--- src/hdl/cprs_pkg.sv ---
package cprs_pkg;

    localparam int MaxRanges    = 32;
    localparam int MaxCodePoint = 1114111;
    localparam int CodeW        = 21;
    localparam int IdxW         = $clog2(MaxRanges);
    localparam int CntW         = $clog2(MaxRanges + 1);
    localparam int EntryW       = 2 * CodeW;

    typedef enum logic [2:0] {
        KIND_ADD       = 3'd0,
        KIND_REMOVE    = 3'd1,
        KIND_INTERSECT = 3'd2,
        KIND_COMPL     = 3'd3,
        KIND_QUERY     = 3'd4,
        KIND_READ      = 3'd5,
        KIND_CLEAR     = 3'd6,
        KIND_NONE      = 3'd7
    } kind_t;

    typedef enum logic [2:0] {
        ST_IDLE,
        ST_READ,
        ST_SCAN,
        ST_TAIL,
        ST_COPY,
        ST_DONE
    } state_t;

endpackage

--- src/hdl/cprs_ram.sv ---
module cprs_ram #(
    parameter int Width = 8,
    parameter int Depth = 16
) (
    input  logic                     clk,
    input  logic                     we,
    input  logic [$clog2(Depth)-1:0] waddr,
    input  logic [Width-1:0]         wdata,
    input  logic [$clog2(Depth)-1:0] raddr,
    output logic [Width-1:0]         rdata
);

    logic [Width-1:0] mem [Depth];

    always_ff @(posedge clk)
    begin
        if (we)
        begin
            mem[waddr] <= wdata;
        end
        rdata <= mem[raddr];
    end

endmodule

--- src/hdl/code_point_range_set_unit.sv ---
// Steps: read entry goes accept, table read, result; query scans the table,
// one table entry a cycle, stopping after a hit or at the last entry; clear
// and the unknown kind go straight from accept to result.
// Add, remove, intersect, complement run a scan pass reading one entry per
// cycle (stalled while a step that emits two ranges writes its second), a tail step,
// then a copy pass of the rebuilt table from the scratch RAM back to the live
// RAM. The copy pass is skipped when the result is empty or overflows.
// One item at a time: a new item is accepted only in the idle state.
// Reset: count cleared (empty set); RAM contents are not cleared.
module code_point_range_set_unit
    import cprs_pkg::*;
(
    input  logic        clk,
    input  logic        rst_n,
    input  logic        s_tvalid,
    output logic        s_tready,
    // [2:0] kind, [23:3] first_code, [44:24] last_code, [49:45] entry_index
    input  logic [55:0] s_tdata,
    output logic        m_tvalid,
    input  logic        m_tready,
    // [0] is_member, [1] entry_valid, [22:2] range_first, [43:23] range_last,
    // [49:44] range_count, [50] overflow
    output logic [55:0] m_tdata
);

    state_t state_reg, state_next;

    logic [2:0]       kind_reg;
    logic [CodeW-1:0] a_reg, b_reg;      // operand, clamped and ordered
    logic [CodeW-1:0] code_reg;          // raw queried code point
    logic [IdxW-1:0]  idx_reg;
    logic [CntW-1:0]  used_reg;
    logic [CntW-1:0]  pos_reg;           // scan / copy position
    logic [8:0]       ncnt_reg;          // emitted count, may exceed max
    logic             placed_reg;
    logic [CodeW:0]   cursor_reg;        // complement cursor, may be max+1
    logic             hit_reg;

    logic             om_reg, ov_reg, oovf_reg;
    logic [CodeW-1:0] of_reg, ol_reg;
    logic             m_valid_reg;

    // live table RAM and scratch RAM
    logic              t_we;
    logic [IdxW-1:0]   t_waddr, t_raddr;
    logic [EntryW-1:0] t_wdata, t_rdata;
    logic              n_we;
    logic [IdxW-1:0]   n_waddr, n_raddr;
    logic [EntryW-1:0] n_wdata, n_rdata;

    cprs_ram #(.Width(EntryW), .Depth(MaxRanges)) u_table (
        .clk(clk), .we(t_we), .waddr(t_waddr), .wdata(t_wdata),
        .raddr(t_raddr), .rdata(t_rdata)
    );
    cprs_ram #(.Width(EntryW), .Depth(MaxRanges)) u_scratch (
        .clk(clk), .we(n_we), .waddr(n_waddr), .wdata(n_wdata),
        .raddr(n_raddr), .rdata(n_rdata)
    );

    logic [CodeW-1:0] in_a, in_b, ca, cb;
    assign in_a = s_tdata[23:3];
    assign in_b = s_tdata[44:24];
    assign ca = (in_a > CodeW'(MaxCodePoint)) ? CodeW'(MaxCodePoint) : in_a;
    assign cb = (in_b > CodeW'(MaxCodePoint)) ? CodeW'(MaxCodePoint) : in_b;

    logic [CodeW-1:0] s_cur, e_cur;
    assign s_cur = t_rdata[CodeW-1:0];
    assign e_cur = t_rdata[EntryW-1:CodeW];

    logic scan_last;   // pos_reg is the entry whose data arrives now
    assign scan_last = (pos_reg + CntW'(1)) >= used_reg;

    // per-entry emission: up to two ranges per scan step
    logic             em0, em1;
    logic [CodeW-1:0] e0s, e0e, e1s, e1e;
    logic [CodeW-1:0] a_new, b_new;
    logic             placed_new;
    logic [CodeW:0]   cursor_new;
    logic [CodeW:0]   e_p1, b_p1;

    assign e_p1 = {1'b0, e_cur} + (CodeW+1)'(1);
    assign b_p1 = {1'b0, b_reg} + (CodeW+1)'(1);

    always_comb
    begin
        em0 = 1'b0; em1 = 1'b0;
        e0s = s_cur; e0e = e_cur; e1s = s_cur; e1e = e_cur;
        a_new = a_reg; b_new = b_reg;
        placed_new = placed_reg;
        cursor_new = cursor_reg;
        case (kind_reg)
            KIND_ADD:
            begin
                if (e_p1 < {1'b0, a_reg})
                begin
                    em0 = 1'b1;
                end
                else if ({1'b0, s_cur} > b_p1)
                begin
                    if (!placed_reg)
                    begin
                        em0 = 1'b1; e0s = a_reg; e0e = b_reg;
                        em1 = 1'b1;
                        placed_new = 1'b1;
                    end
                    else
                    begin
                        em0 = 1'b1;
                    end
                end
                else
                begin
                    if (s_cur < a_reg) a_new = s_cur;
                    if (e_cur > b_reg) b_new = e_cur;
                end
            end
            KIND_REMOVE:
            begin
                if (e_cur < a_reg || s_cur > b_reg)
                begin
                    em0 = 1'b1;
                end
                else
                begin
                    if (s_cur < a_reg)
                    begin
                        em0 = 1'b1; e0e = a_reg - CodeW'(1);
                    end
                    if (e_cur > b_reg)
                    begin
                        em1 = 1'b1; e1s = b_reg + CodeW'(1);
                    end
                end
            end
            KIND_INTERSECT:
            begin
                e0s = (s_cur > a_reg) ? s_cur : a_reg;
                e0e = (e_cur < b_reg) ? e_cur : b_reg;
                em0 = (e0s <= e0e);
            end
            KIND_COMPL:
            begin
                if ({1'b0, s_cur} > cursor_reg)
                begin
                    em0 = 1'b1;
                    e0s = cursor_reg[CodeW-1:0];
                    e0e = s_cur - CodeW'(1);
                end
                cursor_new = e_p1;
            end
            default: ;
        endcase
    end

    // scratch writes; second emission of a step goes in the same cycle?
    // one write port only, so em1 is held over as a pending entry
    logic             pend_reg;
    logic [CodeW-1:0] ps_reg, pe_reg;

    // final emitted count once the tail range is in
    logic             tail_em;
    logic [8:0]       ncnt_fin;

    always_comb
    begin
        state_next = state_reg;
        case (state_reg)
            ST_IDLE:
                if (s_tvalid && s_tready)
                begin
                    case (kind_t'(s_tdata[2:0]))
                        KIND_ADD, KIND_REMOVE, KIND_INTERSECT, KIND_COMPL,
                        KIND_QUERY, KIND_READ:
                            state_next = ST_READ;
                        default: state_next = ST_DONE;
                    endcase
                end
            ST_READ:
                if (kind_reg == KIND_READ)
                    state_next = ST_DONE;
                else if (used_reg == '0)
                    state_next = (kind_reg == KIND_QUERY) ? ST_DONE : ST_TAIL;
                else
                    state_next = ST_SCAN;
            ST_SCAN:
                if (pend_reg)
                    state_next = ST_SCAN;
                else if (kind_reg == KIND_QUERY && (hit_reg || scan_last))
                    state_next = ST_DONE;
                else if (scan_last)
                    state_next = ST_TAIL;
            ST_TAIL:
                if (!pend_reg)
                    state_next = (ncnt_fin > 9'(MaxRanges) || ncnt_fin == '0)
                                 ? ST_DONE : ST_COPY;
            ST_COPY:
                if (pos_reg == ncnt_reg[CntW-1:0])
                    state_next = ST_DONE;
            ST_DONE:
                if (m_tready)
                    state_next = ST_IDLE;
            default: state_next = ST_IDLE;
        endcase
    end

    // query hit on current entry
    logic hit_now;
    assign hit_now = (code_reg >= s_cur) && (code_reg <= e_cur);

    // scratch write selection
    logic             w_en;
    logic [CodeW-1:0] w_s, w_e;
    logic [CodeW-1:0] tail_s, tail_e;

    always_comb
    begin
        tail_em = 1'b0;
        tail_s = a_reg; tail_e = b_reg;
        if (kind_reg == KIND_ADD)
        begin
            tail_em = !placed_reg;
        end
        else if (kind_reg == KIND_COMPL)
        begin
            tail_em = cursor_reg <= (CodeW+1)'(MaxCodePoint);
            tail_s = cursor_reg[CodeW-1:0];
            tail_e = CodeW'(MaxCodePoint);
        end
    end

    assign ncnt_fin = ncnt_reg + 9'(tail_em);

    always_comb
    begin
        w_en = 1'b0; w_s = e0s; w_e = e0e;
        if (state_reg == ST_SCAN || state_reg == ST_TAIL)
        begin
            if (pend_reg)
            begin
                w_en = 1'b1; w_s = ps_reg; w_e = pe_reg;
            end
            else if (state_reg == ST_SCAN && kind_reg != KIND_QUERY)
            begin
                if (em0)
                begin
                    w_en = 1'b1;
                end
                else if (em1)
                begin
                    w_en = 1'b1; w_s = e1s; w_e = e1e;
                end
            end
            else if (state_reg == ST_TAIL)
            begin
                w_en = tail_em; w_s = tail_s; w_e = tail_e;
            end
        end
    end

    assign n_we    = w_en && (ncnt_reg < 9'(MaxRanges));
    assign n_waddr = ncnt_reg[IdxW-1:0];
    assign n_wdata = {w_e, w_s};
    assign n_raddr = pos_reg[IdxW-1:0];

    // table read: entry index presented with the accepted item, scan
    // position otherwise; a pending write stalls the scan, so keep address
    // steady then
    always_comb
    begin
        t_raddr = pos_reg[IdxW-1:0];
        if (state_reg == ST_IDLE)
            t_raddr = s_tdata[49:45];
        else if (state_reg == ST_SCAN && !pend_reg)
            t_raddr = pos_reg[IdxW-1:0] + IdxW'(1);
    end

    // copy: scratch data for pos-1 arrives when pos>0
    assign t_we    = (state_reg == ST_COPY) && (pos_reg != '0);
    assign t_waddr = pos_reg[IdxW-1:0] - IdxW'(1);
    assign t_wdata = n_rdata;

    logic tail_stall; // pending entry still to go before tail write
    assign tail_stall = pend_reg;

    always_ff @(posedge clk or negedge rst_n)
    begin
        if (!rst_n)
        begin
            state_reg   <= ST_IDLE;
            used_reg    <= '0;
            m_valid_reg <= 1'b0;
            pend_reg    <= 1'b0;
        end
        else
        begin
            state_reg <= state_next;
            case (state_reg)
                ST_IDLE:
                    if (s_tvalid)
                    begin
                        pend_reg <= 1'b0;
                        if (s_tdata[2:0] == KIND_CLEAR)
                            used_reg <= '0;
                    end
                ST_SCAN:
                    if (pend_reg)
                        pend_reg <= 1'b0;
                    else
                        pend_reg <= (kind_reg != KIND_QUERY) && em0 && em1;
                ST_TAIL:
                    if (tail_stall)
                        pend_reg <= 1'b0;
                ST_COPY:
                    if (pos_reg == ncnt_reg[CntW-1:0])
                        used_reg <= ncnt_reg[CntW-1:0];
                default: ;
            endcase
            if (state_reg == ST_TAIL && !tail_stall && state_next == ST_DONE
                && ncnt_fin == '0)
                used_reg <= '0;
            if (state_next == ST_DONE && state_reg != ST_DONE)
                m_valid_reg <= 1'b1;
            else if (state_reg == ST_DONE && m_tready)
                m_valid_reg <= 1'b0;
        end
    end

    always_ff @(posedge clk)
    begin
        case (state_reg)
            ST_IDLE:
                if (s_tvalid)
                begin
                    kind_reg   <= s_tdata[2:0];
                    a_reg      <= (ca > cb) ? cb : ca;
                    b_reg      <= (ca > cb) ? ca : cb;
                    code_reg   <= in_a;
                    idx_reg    <= s_tdata[49:45];
                    pos_reg    <= '0;
                    ncnt_reg   <= '0;
                    placed_reg <= 1'b0;
                    cursor_reg <= '0;
                    hit_reg    <= 1'b0;
                    om_reg     <= 1'b0;
                    ov_reg     <= 1'b0;
                    of_reg     <= '0;
                    ol_reg     <= '0;
                    oovf_reg   <= 1'b0;
                end
            ST_READ:
                if (kind_reg == KIND_READ && {1'b0, idx_reg} < used_reg)
                begin
                    ov_reg <= 1'b1;
                    of_reg <= s_cur;
                    ol_reg <= e_cur;
                end
            ST_SCAN:
            begin
                if (pend_reg)
                begin
                    ncnt_reg <= ncnt_reg + 9'(1);
                end
                else if (kind_reg == KIND_QUERY)
                begin
                    if (hit_now)
                    begin
                        hit_reg <= 1'b1;
                        om_reg  <= 1'b1;
                    end
                    pos_reg <= pos_reg + CntW'(1);
                end
                else
                begin
                    if (em0 || em1)
                        ncnt_reg <= ncnt_reg + 9'(1);
                    ps_reg     <= e1s;
                    pe_reg     <= e1e;
                    a_reg      <= a_new;
                    b_reg      <= b_new;
                    placed_reg <= placed_new;
                    cursor_reg <= cursor_new;
                    pos_reg    <= scan_last ? '0 : pos_reg + CntW'(1);
                end
            end
            ST_TAIL:
                if (tail_stall)
                begin
                    ncnt_reg <= ncnt_reg + 9'(1);
                end
                else
                begin
                    pos_reg <= '0;
                    if (ncnt_fin > 9'(MaxRanges))
                    begin
                        oovf_reg <= 1'b1;
                        ncnt_reg <= 9'(MaxRanges) + 9'(1);
                    end
                    else
                        ncnt_reg <= ncnt_fin;
                end
            ST_COPY:
                pos_reg <= pos_reg + CntW'(1);
            default: ;
        endcase
    end

    assign s_tready = (state_reg == ST_IDLE);
    assign m_tvalid = m_valid_reg;
    assign m_tdata  = {5'd0, oovf_reg, used_reg, ol_reg, of_reg, ov_reg, om_reg};

endmodule
--- config.mk ---
export PLATFORM = sky130hd
export DESIGN_NAME = code_point_range_set_unit
export DESIGN_NICKNAME = d
export VERILOG_FILES = /design/src/hdl/cprs_pkg.sv /design/src/hdl/cprs_ram.sv /design/src/hdl/code_point_range_set_unit.sv
export SDC_FILE = /design/constraint.sdc
export NUM_CORES = 2
export LEC_CHECK = 0
export ABC_AREA = 1
export BUFFER_PORTS_ARGS = -buffer_cell sky130_fd_sc_hd__clkbuf_2
export CAP_MARGIN = 10
export CORE_UTILIZATION = 40
export DETAILED_ROUTE_END_ITERATION = 10
export GPL_ROUTABILITY_DRIVEN = 0
export SLEW_MARGIN = 0
export SYNTH_ARGS = -nofsm -noshare
export SYNTH_HDL_FRONTEND = slang
export SYNTH_HIERARCHICAL = 1
export SYNTH_SLANG_ARGS = --single-unit
--- constraint.sdc ---
create_clock -name clk -period 13.15 [get_ports clk]
set_input_delay 2.63 -clock clk [delete_from_list [all_inputs] [get_ports clk]]
set_output_delay 2.63 -clock clk [all_outputs]
set_load 0.01 [all_outputs]
==> run metrics <==
initial core utilization 40.25%; setup tns final 0 ns; CTS max path bufs 4; # H-tree levels 5; RSZ-0062 raised after global routing no; Avg Cell Area, Syn 10.62 sq um; Worst path top cell family by delay simple AND/OR/NAND/NOR gates; largest net degree at the start of global routing 230; initial antenna violation count 31; routed vias about 93,000; Crit path required time 13.65 ns; final WL 415,800 microns; yosys warns 6; post-CTS setup buffers 0; Leakage approximately 55 nW; flop-to-flop setup slack 4.15 ns; Pre-Repair DR Iteration Count 6; CP max FO 27; power density over the cells between 200 and 300 mW/mm^2; I/O pins 118; # port buffers 106; Async SR Flop Fraction 0.3693%; Place WS 4.476 ns; site row count 210; CP dominant cell by count nand3_1; number of flops mapped to enable cells by yosys 2,884; Die Span Y 576.0 microns; vias in the first global route 85,400; crit start category register; synth unique cells 60; post-layout min period 9.003 ns; global route hottest layer met2; grt met1 use 33.69%; P&R area growth vs syn 11.74%; Tightest Pin Transition 1.329 ns; first-pass GRT wire length 595,700 microns; CTS Root Cell clkbuf_16; Worst Skew 0.09590 ns; grt ovf 0; fin worst setup slack between 4 and 5 ns; DR DRC count 0; kind of critical path reg2reg; initial DRC count 11,180; cts hold-fix bufs 0; CTS tree done; Synth area leader edfxtp_1; layout cells sized above 1 7.436%; total global-route track usage 24.43%; period utilization around 68%; overall power approximately 41 mW; max cap viols 0; r2r startpoint u_table/rdata[21]; Finish-stage setup viols 0; GR Layer Usage met3 3.550%; sequential area share after synthesis 67.20%; clock slew at reported path FFs 0.06 ns; commonest register cell after synthesis edfxtp_1; post-synth top area share between 60% and 70%; met2 Track Usage GR between 30% and 40%; Die X between 500 and 600 microns; Worst Path Buf+Inv 4; core box area 0.3274 sq mm; number of synthesized register bits 2,979; fin. max-slew vios 0; post-cts sizing count 0; final net count 12,650; Worst Hold Class reg2reg; DRT antenna net count 0; slowest stage delay, CP around 1.1 ns; clock sink count between 2,000 and 3,000; Vias per Instance 5.504; critical path arrival 9.50 ns; post-DP HPWL between 200,000 and 250,000 microns; CP max stage cell nor2_4; top cells by area, synth edfxtp_1, nand2_1, nand3_1, ha_1, buf_2; Top Registers u_scratch/mem: 1344 flops, u_table/mem: 1344 flops; Max transition margin 11.41%; Clock Latency Late Sink between 0.9 and 1 ns; synthesized cell area 0.1318 sq mm; Max Freq between 0.1 and 0.15 GHz; Post-Syn Instances around 12,000; nature of the critical path endpoint register; worst hold path startpoint m_tvalid; Worst VDD drop 0.0003557 V; CP startpoint u_table/rdata[21]; CTS Buf Count 320; status completed; Avg WL per Cell 24.50 microns; DIE AREA 0.3318 sq mm; final hold violations 0
[worst register-to-register path: cells and delay by family, from the launching register on]
kind,cells,cell delay (ns)
xor+xnor,1,0.22
compound gates,2,0.51
buf+inv,4,0.85
flops,1,0.75
simple gates,19,5.64
fa+ha+maj,2,0.56
[layer usage]
| layer | wire length (microns) | vias to the layer above |
|---|---|---|
| met2 | 188300 | 4369 |
| met5 | 113 | - |
| li1 | - | 42910 |
| met1 | 170400 | 45270 |
| met4 | 20510 | 16 |
| met3 | 36510 | 864 |
[worst paths after layout]
path | to | cells past startpoint
max in group asynchronous | state_reg[1] | 1
hold reg to reg | m_tvalid | 1
setup reg to reg | u_scratch/mem[6][2] | 28
min in group asynchronous | used_reg[5] | 1
setup / recovery | u_scratch/mem[6][2] | 28
hold / removal | m_tvalid | 1
[Yosys cell counts, drive strengths merged, types with 10 or more instances]
| cell type | count |
|---|---|
| nand2 | 4562 |
| edfxtp | 2884 |
| nand3 | 2195 |
| buf | 496 |
| nor2 | 445 |
| inv | 341 |
| o21ai | 300 |
| a21oi | 261 |
| ha | 249 |
| clkbuf | 216 |
| dfxtp | 84 |
| xor2 | 76 |
| nand4 | 61 |
| nor3 | 56 |
| o22ai | 30 |
| clkinv | 27 |
| o2111ai | 23 |
| a22o | 13 |
| dfrtp | 11 |
| nor4 | 10 |
[cell type report]
class | count | area (sq um)
Fill cell | 30220 | 180100
Sequential cell | 2979 | 88560
Multi-Input combinational cell | 8358 | 39030
Clock buffer | 423 | 8721
Tap cell | 4346 | 5438
Timing Repair Buffer | 314 | 2225
Clock inverter | 159 | 1767
Inverter | 368 | 1449
Antenna cell | 26 | 65.06
[logic make-up (layout without fill, tap and decap cells)]
kind of cell	after synthesis	in the layout	synth area share, %
compound gates	679	679	2.816
xor+xnor	81	81	0.5383
fa+ha+maj	249	249	2.364
buf+inv	1080	1264	3.714
flops	2979	2979	67.20
other cells	1	31	0.002846
simple gates	7344	7344	23.36
[placed cells by master (no fill, tap or decap), types with 6 or more instances in the layout]
master and instances:
bufinv_16 25, nor4_1 10, ha_1 249, nand4_1 60, nand2_1 4546, buf_12 9, xor2_1 76, a21oi_2 14
o21bai_1 8, clkinv_2 60, nor2_2 8, o22ai_1 30, inv_2 14, inv_8 6, a22o_1 13, nor3_1 55
clkbuf_1 76, nand3_1 2190, o2111ai_1 23, o31ai_1 8, dfrtp_1 11, clkinvlp_4 6, inv_1 323, o21ai_0 296
clkinv_16 9, clkinv_1 63, nand2_2 11, clkbuf_8 22, diode_2 26, nor2_1 364, a21o_1 6, nor2_4 72
clkbuf_2 106, edfxtp_1 2884, dfxtp_1 84, clkinv_8 9, a21oi_1 244, clkbuf_16 325, buf_4 198
[metrics by stage]
step | hold WS, ns | instances | util (%) | area, sq um
final | 0.5451 | 16970 | 44.98 | 147300
after global routing | 0.5802 | 16970 | 44.97 | 147200
after floorplan | 0.4548 | 12420 | - | 131800
after global placement | 0.5431 | 16360 | 41.74 | 136700
after detailed placement | 0.5461 | 16360 | 41.74 | 136700
after CTS | 0.5611 | 16950 | 44.95 | 147200
[power breakdown]
group          internal, mW  leakage [nW]  switching, mW
Combinational          4.38          23.2           13.8
Sequential             12.9          27.0           1.03
Clock                  5.20          5.12           3.80
Total                  22.5          55.3           18.6
(Power assumes the default switching activity.)
